--- src/hdl/first_fit_region_allocator_assert.svh ---
// assertion macros for the region allocator
`ifndef FIRST_FIT_REGION_ALLOCATOR_ASSERT_SVH
`define FIRST_FIT_REGION_ALLOCATOR_ASSERT_SVH

// same-cycle implication
`define FFRA_ASSERT_IMP(label, ante, cons) \
    label: assert property (@(posedge clk) disable iff (!rst_n) (ante) |-> (cons)) \
        else $error("ffra assertion failed");

// next-cycle implication
`define FFRA_ASSERT_NXT(label, ante, cons) \
    label: assert property (@(posedge clk) disable iff (!rst_n) (ante) |=> (cons)) \
        else $error("ffra assertion failed");

`endif

--- src/hdl/ffra_pkg.sv ---
// ----------------------------------------------------------------------------
// ffra_pkg
// types, constants and helpers shared by the region allocator modules
// ----------------------------------------------------------------------------
`default_nettype none

package ffra_pkg;

    localparam int MAX_REGIONS    = 64;
    localparam int POOL_ADDR_BITS = 20;
    localparam int IDX_W   = $clog2(MAX_REGIONS);
    localparam int CNT_W   = $clog2(MAX_REGIONS + 1);
    localparam int OFS_W   = POOL_ADDR_BITS + 1;
    localparam int SIZE_W  = 21;
    localparam int ADDR_W  = 32;
    localparam int ALIGN_W = 4;
    // base + offset + size + alignment mask never carries past this
    localparam int HEAD_W  = ADDR_W + 3;

    localparam logic MODE_ALLOC = 1'b0;
    localparam logic MODE_FREE  = 1'b1;

    localparam logic REG_POOL_BASE  = 1'b0;
    localparam logic REG_POOL_BYTES = 1'b1;

    localparam logic [SIZE_W-1:0] POOL_BYTES_RESET = SIZE_W'(65536);

    typedef enum logic [1:0] {
        ST_OK       = 2'd0,
        ST_NO_GAP   = 2'd1,
        ST_FULL     = 2'd2,
        ST_NO_MATCH = 2'd3
    } res_status_t;

    typedef struct packed {
        logic                mode;
        logic [SIZE_W-1:0]   size;
        logic [ALIGN_W-1:0]  align_log2;
        logic [ADDR_W-1:0]   address;
    } in_item_t;

    typedef struct packed {
        logic [ADDR_W-1:0]   address_res;
        logic [1:0]          status;
        logic [SIZE_W-1:0]   bytes_in_use;
    } out_item_t;

    typedef enum logic [2:0] {
        S_IDLE,
        S_SCAN_RD,
        S_SCAN_EV,
        S_SHIFT_RD,
        S_SHIFT_WR,
        S_COMMIT,
        S_DONE
    } state_t;

    typedef struct packed {
        logic        start;
        logic        scan_rd;
        logic        scan_next;
        logic        set_pos;
        logic        sh_rd;
        logic        sh_wr;
        logic        commit;
        logic        load_out;
        res_status_t res;
    } cmd_t;

    typedef struct packed {
        logic             mode;
        logic             full;
        logic             at_end;
        logic             fit_end;
        logic             fit;
        logic             match;
        logic             sh_done;
        logic             out_free;
        logic [CNT_W-1:0] count;
    } stat_t;

    function automatic logic [HEAD_W-1:0] align_mask(input logic [ALIGN_W-1:0] al);
        return (HEAD_W'(1) << al) - HEAD_W'(1);
    endfunction

endpackage

`default_nettype wire

--- src/hdl/first_fit_region_allocator.sv ---
// one transaction at a time: a scan of the table entries, then on a hit a shift of the
// entries that move and a commit; the region table is read once per scan step and
// once per shift step
// reset: asynchronous active low; clears table count, bytes in use, control state
// and the registers to pool_base 0, pool_bytes 65536; no clearing pass on the table
`default_nettype none

module first_fit_region_allocator
    import ffra_pkg::*;
(
    input  wire logic        clk,
    input  wire logic        rst_n,
    input  wire logic        in_valid,
    output logic             in_stall,
    input  wire in_item_t    in_data,
    output logic             out_valid,
    input  wire logic        out_stall,
    output out_item_t        out_data,
    input  wire logic        cfg_we,
    input  wire logic        cfg_index,
    input  wire logic [31:0] cfg_data
);

`include "first_fit_region_allocator_assert.svh"

    cmd_t  cmd;
    stat_t st;
    logic  idle;

    ffra_ctrl u_ctrl (
        .clk      (clk),
        .rst_n    (rst_n),
        .in_valid (in_valid),
        .st       (st),
        .cmd      (cmd),
        .idle     (idle)
    );

    ffra_dp u_dp (
        .clk       (clk),
        .rst_n     (rst_n),
        .cmd       (cmd),
        .st        (st),
        .in_data   (in_data),
        .cfg_we    (cfg_we),
        .cfg_index (cfg_index),
        .cfg_data  (cfg_data),
        .out_valid (out_valid),
        .out_stall (out_stall),
        .out_data  (out_data)
    );

    assign in_stall = !idle;

    `FFRA_ASSERT_NXT(a_busy_after_accept, in_valid && !in_stall, in_stall)
    `FFRA_ASSERT_IMP(a_fail_addr_zero, out_valid && out_data.status != ST_OK,
                     out_data.address_res == '0)
    `FFRA_ASSERT_IMP(a_count_bound, 1'b1, st.count <= CNT_W'(MAX_REGIONS))

endmodule

`default_nettype wire

--- src/hdl/ffra_ctrl.sv ---
// ----------------------------------------------------------------------------
// ffra_ctrl
// sequencer for scan, table shift and commit of one request
// ----------------------------------------------------------------------------
`default_nettype none

module ffra_ctrl
    import ffra_pkg::*;
(
    input  wire logic  clk,
    input  wire logic  rst_n,
    input  wire logic  in_valid,
    input  wire stat_t st,
    output cmd_t       cmd,
    output logic       idle
);

    state_t      state_reg, state_next;
    res_status_t res_reg, res_next;

    always_ff @(posedge clk or negedge rst_n)
    begin
        if (!rst_n)
        begin
            state_reg <= S_IDLE;
            res_reg   <= ST_OK;
        end
        else
        begin
            state_reg <= state_next;
            res_reg   <= res_next;
        end
    end

    always_comb
    begin
        state_next = state_reg;
        res_next   = res_reg;
        cmd        = '0;
        cmd.res    = res_reg;
        idle       = (state_reg == S_IDLE);
        unique case (state_reg)
            S_IDLE:
            begin
                if (in_valid)
                begin
                    cmd.start  = 1'b1;
                    state_next = S_SCAN_RD;
                end
            end
            S_SCAN_RD:
            begin
                if (st.mode == MODE_ALLOC && st.full)
                begin
                    res_next   = ST_FULL;
                    state_next = S_DONE;
                end
                else if (st.at_end)
                begin
                    if (st.mode == MODE_ALLOC && st.fit_end)
                    begin
                        cmd.set_pos = 1'b1;
                        state_next  = S_SHIFT_RD;
                    end
                    else
                    begin
                        res_next   = (st.mode == MODE_ALLOC) ? ST_NO_GAP : ST_NO_MATCH;
                        state_next = S_DONE;
                    end
                end
                else
                begin
                    cmd.scan_rd = 1'b1;
                    state_next  = S_SCAN_EV;
                end
            end
            S_SCAN_EV:
            begin
                if ((st.mode == MODE_ALLOC && st.fit) || (st.mode == MODE_FREE && st.match))
                begin
                    cmd.set_pos = 1'b1;
                    state_next  = S_SHIFT_RD;
                end
                else
                begin
                    cmd.scan_next = 1'b1;
                    state_next    = S_SCAN_RD;
                end
            end
            S_SHIFT_RD:
            begin
                if (st.sh_done)
                    state_next = S_COMMIT;
                else
                begin
                    cmd.sh_rd  = 1'b1;
                    state_next = S_SHIFT_WR;
                end
            end
            S_SHIFT_WR:
            begin
                cmd.sh_wr  = 1'b1;
                state_next = S_SHIFT_RD;
            end
            S_COMMIT:
            begin
                cmd.commit = 1'b1;
                res_next   = ST_OK;
                state_next = S_DONE;
            end
            S_DONE:
            begin
                if (st.out_free)
                begin
                    cmd.load_out = 1'b1;
                    state_next   = S_IDLE;
                end
            end
            default:
            begin
                state_next = S_IDLE;
            end
        endcase
    end

endmodule

`default_nettype wire

--- src/hdl/ffra_dp.sv ---
// ----------------------------------------------------------------------------
// ffra_dp
// region table, gap walk arithmetic, counters and result register
// ----------------------------------------------------------------------------
`default_nettype none

module ffra_dp
    import ffra_pkg::*;
(
    input  wire logic        clk,
    input  wire logic        rst_n,
    input  wire cmd_t        cmd,
    output stat_t            st,
    input  wire in_item_t    in_data,
    input  wire logic        cfg_we,
    input  wire logic        cfg_index,
    input  wire logic [31:0] cfg_data,
    output logic             out_valid,
    input  wire logic        out_stall,
    output out_item_t        out_data
);

    logic [OFS_W-1:0] ofs_mem [MAX_REGIONS];
    logic [OFS_W-1:0] sz_mem  [MAX_REGIONS];

    logic [ADDR_W-1:0] base_reg;
    logic [SIZE_W-1:0] bytes_reg;
    in_item_t          req_reg;
    logic [CNT_W-1:0]  idx_reg, pos_reg, k_reg, count_reg;
    logic [HEAD_W-1:0] head_reg;
    logic [SIZE_W-1:0] used_reg;
    logic [OFS_W-1:0]  rd_ofs_reg, rd_sz_reg;
    logic              out_valid_reg;
    out_item_t         out_reg;

    logic [HEAD_W-1:0] mask, pool_end, start, lim, need, head_after;
    logic [CNT_W-1:0]  rd_addr;
    logic              mem_we;
    logic [CNT_W-1:0]  wr_addr;
    logic [OFS_W-1:0]  wr_ofs, wr_sz;
    logic [ADDR_W-1:0] want;

    always_comb
    begin
        mask       = align_mask(req_reg.align_log2);
        pool_end   = HEAD_W'(base_reg) + HEAD_W'(bytes_reg);
        start      = HEAD_W'(base_reg) + HEAD_W'(rd_ofs_reg);
        lim        = (start < pool_end) ? start : pool_end;
        need       = head_reg + HEAD_W'(req_reg.size);
        head_after = (start + HEAD_W'(rd_sz_reg) + mask) & ~mask;
        want       = req_reg.address - base_reg;

        st.mode     = req_reg.mode;
        st.full     = (count_reg == CNT_W'(MAX_REGIONS));
        st.at_end   = (idx_reg == count_reg);
        st.fit_end  = (need <= pool_end);
        st.fit      = (need <= lim);
        st.match    = (want == ADDR_W'(rd_ofs_reg)) && (SIZE_W'(rd_sz_reg) == req_reg.size);
        st.sh_done  = (req_reg.mode == MODE_ALLOC) ? (k_reg == pos_reg)
                                                   : (CNT_W'(k_reg + 1'b1) == count_reg);
        st.out_free = !out_valid_reg || !out_stall;
        st.count    = count_reg;

        // the insert direction reads below the write slot, the delete direction above
        if (cmd.sh_rd)
            rd_addr = (req_reg.mode == MODE_FREE) ? CNT_W'(k_reg + 1'b1) : CNT_W'(k_reg - 1'b1);
        else
            rd_addr = idx_reg;

        mem_we  = cmd.sh_wr || (cmd.commit && req_reg.mode == MODE_ALLOC);
        wr_addr = cmd.sh_wr ? k_reg : pos_reg;
        wr_ofs  = cmd.sh_wr ? rd_ofs_reg : OFS_W'(head_reg - HEAD_W'(base_reg));
        wr_sz   = cmd.sh_wr ? rd_sz_reg : OFS_W'(req_reg.size);
    end

    always_ff @(posedge clk)
    begin
        if (mem_we)
        begin
            ofs_mem[wr_addr[IDX_W-1:0]] <= wr_ofs;
            sz_mem[wr_addr[IDX_W-1:0]]  <= wr_sz;
        end
        if (cmd.scan_rd || cmd.sh_rd)
        begin
            rd_ofs_reg <= ofs_mem[rd_addr[IDX_W-1:0]];
            rd_sz_reg  <= sz_mem[rd_addr[IDX_W-1:0]];
        end
    end

    always_ff @(posedge clk)
    begin
        if (cmd.start)
        begin
            req_reg  <= in_data;
            idx_reg  <= '0;
            head_reg <= (HEAD_W'(base_reg) + align_mask(in_data.align_log2))
                        & ~align_mask(in_data.align_log2);
        end
        if (cmd.scan_next)
        begin
            idx_reg  <= CNT_W'(idx_reg + 1'b1);
            head_reg <= head_after;
        end
        if (cmd.set_pos)
        begin
            pos_reg <= idx_reg;
            k_reg   <= (req_reg.mode == MODE_ALLOC) ? count_reg : idx_reg;
        end
        if (cmd.sh_wr)
            k_reg <= (req_reg.mode == MODE_FREE) ? CNT_W'(k_reg + 1'b1) : CNT_W'(k_reg - 1'b1);
        if (cmd.load_out)
        begin
            out_reg.address_res  <= (cmd.res == ST_OK && req_reg.mode == MODE_ALLOC)
                                    ? head_reg[ADDR_W-1:0] : '0;
            out_reg.status       <= cmd.res;
            out_reg.bytes_in_use <= used_reg;
        end
    end

    always_ff @(posedge clk or negedge rst_n)
    begin
        if (!rst_n)
        begin
            base_reg      <= '0;
            bytes_reg     <= POOL_BYTES_RESET;
            count_reg     <= '0;
            used_reg      <= '0;
            out_valid_reg <= 1'b0;
        end
        else
        begin
            if (cfg_we)
            begin
                unique case (cfg_index)
                    REG_POOL_BASE:  base_reg  <= cfg_data;
                    REG_POOL_BYTES: bytes_reg <= cfg_data[SIZE_W-1:0];
                    default:        base_reg  <= base_reg;
                endcase
            end
            if (cmd.commit)
            begin
                if (req_reg.mode == MODE_ALLOC)
                begin
                    count_reg <= CNT_W'(count_reg + 1'b1);
                    used_reg  <= SIZE_W'(used_reg + req_reg.size);
                end
                else
                begin
                    count_reg <= CNT_W'(count_reg - 1'b1);
                    used_reg  <= SIZE_W'(used_reg - req_reg.size);
                end
            end
            if (cmd.load_out)
                out_valid_reg <= 1'b1;
            else if (!out_stall)
                out_valid_reg <= 1'b0;
        end
    end

    assign out_valid = out_valid_reg;
    assign out_data  = out_reg;

endmodule

`default_nettype wire
--- config.mk ---
export PLATFORM = sky130hd
export DESIGN_NAME = first_fit_region_allocator
export DESIGN_NICKNAME = d
export VERILOG_FILES = /design/src/hdl/ffra_pkg.sv /design/src/hdl/first_fit_region_allocator.sv /design/src/hdl/ffra_ctrl.sv /design/src/hdl/ffra_dp.sv
export VERILOG_INCLUDE_DIRS = /design/src /design/src/hdl
export SDC_FILE = /design/constraint.sdc
export NUM_CORES = 2
export LEC_CHECK = 0
export ABC_AREA = 1
export BUFFER_PORTS_ARGS = -buffer_cell sky130_fd_sc_hd__buf_2
export CORE_MARGIN = 2
export CORE_UTILIZATION = 35
export CTS_CLUSTER_DIAMETER = 120
export CTS_CLUSTER_SIZE = 25
export DETAILED_ROUTE_END_ITERATION = 16
export SYNTH_ARGS = -nofsm -noshare
export SYNTH_HDL_FRONTEND = slang
export SYNTH_SLANG_ARGS = --single-unit
export TNS_END_PERCENT = 100
--- constraint.sdc ---
create_clock -name clk -period 7.7 [get_ports clk]
set_input_delay 0.77 -clock clk [delete_from_list [all_inputs] [get_ports clk]]
set_output_delay 0.77 -clock clk [all_outputs]
set_load 0.005 [all_outputs]
# Word level (Yosys, flattened, before mapping)
# Memories as Yosys holds them, arrays and structs flattened. A register that Yosys moved wholly into a read port is not among the register bits.
# Cells that the tools add are included.
[totals] reg_bits=256 mem_bits_rw=2688 inputBits=96 out_inout_bits=57 elab_cells=139 n_memories=2
[mem_list] name="u_dp.ofs_mem" depth=64 word_bits=21 read_ports=1 rd_ports_with_merged_regs=1 write_ports=1 line_no="ffra_dp.sv:23" text="logic [OFS_W-1:0] ofs_mem [MAX_REGIONS];"
[mem_list] name="u_dp.sz_mem" depth=64 word_bits=21 read_ports=1 rd_ports_with_merged_regs=1 write_ports=1 line_no="ffra_dp.sv:24" text="logic [OFS_W-1:0] sz_mem [MAX_REGIONS];"
[classes] add_sub_neg=17 n_lt_le_gt_ge=3 n_eq_ne=17 shift=2 n_mux=51 bitwise_logic=6 n_reduce_logical=23
[ops] cell="35-bit two-way mux" count=3
[ops] cell="35-bit by 21-bit adder with 35-bit output" count=2
[ops] cell="35-bit AND" count=2
[ops] cell="35-bit <= comparator" count=2
[ops] cell="35-bit inverter" count=2
[ops] cell="1-bit by 4-bit << shifter with 35-bit output, first input constant" count=2
[ops] cell="35-bit by 2-bit subtractor with 35-bit output, second input constant" count=2
[ops] cell="32-bit by 21-bit adder with 33-bit output" count=2
[ops] cell="21-bit two-way mux" count=3
[ops] cell="7-bit two-way mux" count=7
[ops] cell="21-bit subtractor" count=2
[ops] cell="32-bit by 35-bit adder with 35-bit output" count=1
[ops] cell="35-bit adder" count=1
[ops] cell="35-bit < comparator" count=1
[ops] cell="32-bit by 21-bit == test with 1-bit output" count=1
[ops] cell="32-bit subtractor" count=1
[ops] cell="1-bit two-way mux" count=23
[ops] cell="21-bit adder" count=1
[ops] cell="7-bit by 1-bit adder with 7-bit output, second input constant" count=3
[ops] cell="21-bit == test" count=1
[ops] cell="7-bit == test" count=3
[ops] cell="3-bit case mux with 7 select lines" count=1
[ops] cell="3-bit two-way mux" count=5
[ops] cell="7-bit by 1-bit subtractor with 7-bit output, second input constant" count=2
[ops] cell="other kinds (20)" count=46

# Longest topological paths before layout
[depth] depth_word=10 ltp_mapped=54 ltp_nobuf=52

# Hierarchy
# Synthesis repeated with hierarchy kept, for this count alone.
[hier_totals] hier_cells=10385 hier_area_um2=139004.6
[by_module_without_submodules] mod="ffra_dp" instances=1 cells_per_inst=10322 area_per_inst_um2=138594.2 seq_area_each_um2=89106.7
[by_module_without_submodules] mod="ffra_ctrl" instances=1 cells_per_inst=62 area_per_inst_um2=406.6 seq_area_each_um2=125.1
[by_module_without_submodules] mod="first_fit_region_allocator" instances=1 cells_per_inst=1 area_per_inst_um2=3.8 seq_area_each_um2=0.0

# Worst setup path after synthesis
# OpenSTA, ideal clock, no wires.
[synth_timing] path_kind="flip-flop to flip-flop" startpoint="register u_dp.rd_ofs_reg[0], read port of u_dp.ofs_mem" endpoint="register u_dp.head_reg[0], enable pin" setup_time_ps=500 t_arrival_ps=7455 setup_slack_ps=-254 path_stages_with_launch=50 n_path_buf=2 synth_period_minus_slack_ps=7954 path_cell_list="edfxtp_1 -> ha_1 -> fa_1 -> nand3_1 -> nand2_1 -> a21oi_1 -> nor2_1 -> nor2_1 -> o21ai_0 -> a21oi_1 -> o21ai_0 -> xor2_1 -> ha_1 -> nand2_1 -> nor2_1 -> nand2_1 -> nor3_1 -> nand2_1 -> [14 not listed] -> o21ai_0 -> ha_1 -> nand2_1 -> nor2_1 -> nor3b_1 -> nand2_1 -> nor3_1 -> o21ai_0 -> inv_1 -> o21ai_0 -> o211ai_1 -> nand2_1 -> nand2_1 -> nand2_1 -> nand2_1 -> nand3_1 -> buf_4 -> o21ai_0"
[synth_via] elab_chain_len=9 elab_cells_between_ends=12 cone_classes="add/sub (1); order compare (2); eq/ne (1); mux (3); reduce/logical (5)"
[synth_rtl] item="start: declaration" line_no="ffra_dp.sv:32" text="logic [OFS_W-1:0] rd_ofs_reg, rd_sz_reg;"
[synth_rtl] item="32-bit by 21-bit adder with 33-bit output" line_no="ffra_dp.sv:47" text="start = HEAD_W'(base_reg) + HEAD_W'(rd_ofs_reg);"
[synth_rtl] item="35-bit < comparator" line_no="ffra_dp.sv:48" text="lim = (start < pool_end) ? start : pool_end;"
[synth_rtl] item="35-bit two-way mux" line_no="ffra_dp.sv:48"
[synth_rtl] item="35-bit <= comparator" line_no="ffra_dp.sv:57" text="st.fit = (need <= lim);"
[synth_rtl] item="1-bit logical AND" line_no="ffra_ctrl.sv:79" text="if ((st.mode == MODE_ALLOC && st.fit) || (st.mode == MODE_FREE && st.match))"
[synth_rtl] item="1-bit logical OR (*)" line_no="ffra_ctrl.sv:79"
[synth_rtl] item="1-bit two-way mux (*)" line_no="ffra_ctrl.sv:79"
[synth_rtl] item="1-bit two-way mux (*)" line_no="ffra_ctrl.sv:42" text="unique case (state_reg)"
[synth_rtl] item="2-bit nonzero test (no source line) (*)"
[synth_rtl] item="end signal: assignment" line_no="ffra_dp.sv:96" text="head_reg <= (HEAD_W'(base_reg) + align_mask(in_data.align_log2))"
[synth_rtl] item="end signal: assignment" line_no="ffra_dp.sv:102" text="head_reg <= head_after;"
[synth_rtl] item="end: declaration" line_no="ffra_dp.sv:30" text="logic [HEAD_W-1:0] head_reg;"
# Mark *: on every way between the ends. The rest lies on a longest branch, timed or not.
# A chain may end at the register's enable or synchronous reset.

# Worst setup path after layout
[layout_timing] startpoint="register u_dp.base_reg[0]" endpoint="register u_dp.head_reg[8], enable pin"
[layout_via] elab_chain_len=9 elab_cells_between_ends=14 cone_classes="add/sub (3); order compare (2); eq/ne (1); mux (3); reduce/logical (5)"
[layout_rtl] item="start: declaration" line_no="ffra_dp.sv:26" text="logic [ADDR_W-1:0] base_reg;"
[layout_rtl] item="start signal: assignment" line_no="ffra_dp.sv:135" text="REG_POOL_BASE: base_reg <= cfg_data;"
[layout_rtl] item="start signal: assignment" line_no="ffra_dp.sv:137" text="default: base_reg <= base_reg;"
[layout_rtl] item="32-bit by 21-bit adder with 33-bit output (on tied branches)" line_no="ffra_dp.sv:47, ffra_dp.sv:46"
[layout_rtl] item="35-bit < comparator" line_no="ffra_dp.sv:48"
[layout_rtl] item="35-bit two-way mux" line_no="ffra_dp.sv:48"
[layout_rtl] item="35-bit <= comparator" line_no="ffra_dp.sv:57"
[layout_rtl] item="1-bit logical AND" line_no="ffra_ctrl.sv:79"
[layout_rtl] item="1-bit logical OR (*)" line_no="ffra_ctrl.sv:79"
[layout_rtl] item="1-bit two-way mux (*)" line_no="ffra_ctrl.sv:79"
[layout_rtl] item="1-bit two-way mux (*)" line_no="ffra_ctrl.sv:42"
[layout_rtl] item="2-bit nonzero test (no source line) (*)"
# Marked as above.

==> out/results.env <==
POSTSYNTHREGISTERBITS=2986
SYNTH_TOP_FAMILY_BY_AREA='simple AND/OR/NAND/NOR gates'
MAX_CAP_VIOLATIONS=0
CORE_AREA_SQ_MM=0.409
YOSYS-MUX-AREA-FRACTION=0.0000785
GRT_PASS1_VIAS=94500
WORSTSKEWPAIRLATENCY_NS=0.90
MAX-SLEW-MARGIN-REL=0.0755
OUTCOME='completed'
REPORT.FINAL.HOLD_VIOL_COUNT=0
WORSTSETUPENDPOINTTYPE='register'
INITIAL_CORE_UTIL=0.351
PATH_MAX_FANOUT=16
SUM_OF_NEGATIVE_SETUP_SLACK_NS=0
CRITPATHLAUNCHTYPE='register'
FINALNONFILLERCELLS=20300
FMAX_MHz=141
CRITPATHLAUNCH='u_dp.base_reg[0]'
POWER_SWITCHING_uW=32000
ROUTE.DETAILED.WL_PER_INST_UM=22.7
SYNTH_CELL_TYPES=56
DIE_HEIGHT_UM=644
POWER.SHARE.COMBINATIONAL=0.525
POWER-PER-CELL-AREA_mW_PER_MM2=432
ROUTED-VIA-COUNT=103000
YOSYSWARNINGCOUNT=0
CTS.SINKS=2986
YOSYS.AREA.TOP_TYPE_SHARE=0.607
PLACE.DETAILED.HPWL_UM=272000
POST_SYNTH_XOR_AREA_FRACTION=0.0171
DP_CELLS=20100
SYNTH.CELLS.MOST_FREQUENT='3965 x sky130_fd_sc_hd__nand2_1, 2899 x sky130_fd_sc_hd__edfxtp_1, 2576 x sky130_fd_sc_hd__inv_1'
SETUP.WORST_PATH.CLASS='reg2reg'
WL_UM=459000
CTS-ROOT-BUF='sky130_fd_sc_hd__clkbuf_16'
GPL.FINAL_WEIGHTED_CONGESTION=0.924
YOSYSMOSTFREQUENTCELL='sky130_fd_sc_hd__nand2_1'
PORT_BUFFERS=152
INTERNAL-POWER_uW=36000
WORSTMARGINPINSLEW_NS=1.38
FINAL_NETS=15200
CLOCK-SKEW-FINAL_NS=0.0540
MAX-CLOCK-PATH-BUFFERS=4
NUMBER_OF_SYNTHESIZED_FLOPS_WITH_AN_ENABLE_PIN=2899
TIMING.RR.START='u_dp.base_reg[0]'
DRCVIOLATIONCOUNT=0
PEAKVDDDROP_V=0.000534
SYNTH_SEQ_AREA_SHARE=0.622
FRACTION_OF_POWER_CONSUMED_BY_THE_CLOCK_NETWORK=0.130
YOSYS.AREA_SHARE.SIMPLE=0.213
NETLIST_AREA_SQ_MM=0.143
GLOBAL_ROUTE.OVERFLOW_TOTAL=0
FINALWORSTPATHREQUIREDPERIOD_NS=7.07
SYN_AVG_CELL_AREA_SQ_UM=9.76
SWSHARE=0.470
CRITICAL-PATH-TOP-CELL-BY-COUNT='sky130_fd_sc_hd__nand2_1'
GROUTE.USAGE.OVERALL=0.214
ASYNC_FLOP_SHARE=0.0291
DIE_AREA_SQ_MM=0.415
DRT-INITIAL-DRC-COUNT=11300
FINAL_MAX_SLEW_VIOL_COUNT=0
SHARE_SEQ_OF_TOTAL_POWER=0.345
YOSYS.AREA.TOP_TYPE='sky130_fd_sc_hd__edfxtp_1'
CPMAXSTAGEDELAYCELL='sky130_fd_sc_hd__dfrtp_1'
TIMING.CRITICAL_PATH.ARRIVAL_NS=7.68
STD_CELL_ROWS=235
AREA_GROWTH_FROM_SYNTHESIS_TO_LAYOUT_PCT=9.72
DETAIL-ROUTE-ANTENNA-NETS=0
PATH_CLASS_OF_THE_LOWEST_SLACK_MIN_DELAY_PATH='in2reg'
GRT_ANTENNA_BEFORE_REPAIR=23
TRITONCTS.NUM_BUFFERS=145
PATH_BUF_INV=8
WORST_PATH_LARGEST_CELL_DELAY_NS=0.36
MIN_PERIOD_OVER_PERIOD=0.918
POSTSYNTHCELLCOUNT=14700
TOTAL_LEAKAGE_POWER_uW=0.0661
WORST_PATH_DOMINANT_CELL_FAMILY='simple AND/OR/NAND/NOR gates'
SYNTH_AREA_LEADERS='sky130_fd_sc_hd__edfxtp_1 61%, sky130_fd_sc_hd__nand2_1 10%, sky130_fd_sc_hd__nand3_1 8.9%'
TRITONCTS='yes'
GRT_SETUP_UNREPAIRED='false'
SYNTH_TOP_FLOP_CELL='sky130_fd_sc_hd__edfxtp_1'
GRT_MAX_DEGREE=141
HOLD_START='in_data[54]'
FIRST_PASS_ITERS=6
POST_ROUTE_CELLS_DRIVE_ABOVE_1_SHARE=0.0596
SETUP_VIOLATIONS=0
CRITICAL_PATH_REQUIRED_NS=8.31
DETAIL_ROUTE.VIAS_PER_CELL=5.06
GRT_PASS1_WL_UM=662000
SYNTH_ADDER_AREA_SHARE=0.0319
FIN_TOTAL_PWR_uW=68000
CTS.CLK_SLEW.WORST_PATHS_NS=0.10
IO-PIN-COUNT=153
H-TREE-DEPTH=4
DIE_WIDTH_UM=644
SYNTH-COMPOUND-AREA-SHARE=0.0270
layer usage:
layer	vias up	wire length (um)	global-route usage
li1	48100	-	-
met1	49700	191000	0.290
met2	4119	217000	0.358
met3	643	35500	0.0285
met4	4	15200	0.0640
met5	-	27	0
power groups by stage:
stage               Clock, uW  Sequential (uW)  Combinational (uW)
floorplan                   0            23900               21600
global placement            0            23800               35100
detailed placement          0            23800               35100
CTS                      8990            23400               35300
global route             9470            23500               38800
finish                   8840            23500               35700
final cells by class:
| cell class | instances | area, sq um |
|---|---|---|
| fillers | 40000 | 251000 |
| flip-flops and latches | 2986 | 89200 |
| multi-input cells | 8495 | 42600 |
| inverters | 2587 | 9730 |
| well taps | 5451 | 6820 |
| repair buffers | 554 | 4880 |
| clock buffers | 170 | 3810 |
| clock inverters | 19 | 245 |
| diodes | 7 | 17.5 |
final timing paths:
| path | slack, ns | to | cells after the start |
|---|---|---|---|
| setup / recovery | 0.63 | u_dp.head_reg[8] | 54 |
| hold / removal | 0.06 | u_dp.req_reg[54] | 1 |
| setup reg to reg | 0.63 | u_dp.head_reg[8] | 54 |
| hold reg to reg | 0.49 | u_dp.out_data[0] | 0 |
| max in group asynchronous | 6.00 | u_dp.base_reg[26] | 3 |
| min in group asynchronous | 0.39 | u_ctrl.res_reg[0] | 2 |
logic make-up after synthesis:
| logic type | after synthesis |
|---|---|
| other cells | 2 |
| xor+xnor | 276 |
| compound gates | 709 |
| buf+inv | 3239 |
| mux | 1 |
| fa+ha+maj | 348 |
| flops | 2986 |
| simple gates | 7137 |
what timing repair did:
item	CTS	global route
buffers inserted	0	2
gates resized for setup	0	32
hold buffers	14	0
hold endpoints to repair	47	0
endpoints found under the setup margin	0	98
cells in the final DEF, fill, tap and decap left out, types with 86 or more instances in the layout:
| master | n |
|---|---|
| sky130_fd_sc_hd__a21oi_1 | 289 |
| sky130_fd_sc_hd__buf_2 | 151 |
| sky130_fd_sc_hd__buf_4 | 304 |
| sky130_fd_sc_hd__clkbuf_16 | 151 |
| sky130_fd_sc_hd__dfrtp_1 | 86 |
| sky130_fd_sc_hd__edfxtp_1 | 2899 |
| sky130_fd_sc_hd__ha_1 | 315 |
| sky130_fd_sc_hd__inv_1 | 2575 |
| sky130_fd_sc_hd__nand2_1 | 3950 |
| sky130_fd_sc_hd__nand3_1 | 2563 |
| sky130_fd_sc_hd__nand4_1 | 91 |
| sky130_fd_sc_hd__nor2_1 | 335 |
| sky130_fd_sc_hd__o21ai_0 | 222 |
| sky130_fd_sc_hd__xnor2_1 | 106 |
| sky130_fd_sc_hd__xor2_1 | 167 |
metrics by stage:
stage               setup WS [ns]  hold slack [ns]  utilization  cell area [sq um]
CTS                        0.0590          0.00209        0.385             157000
global route               0.0152           0.0304        0.385             157000
finish                      0.630           0.0584        0.385             157000
global placement          -0.0138            0.474        0.374             153000
floorplan                   0.712            0.424            -             144000
detailed placement         0.0779            0.472        0.374             153000
No activity file was read; power rests on OpenSTA's default activity.
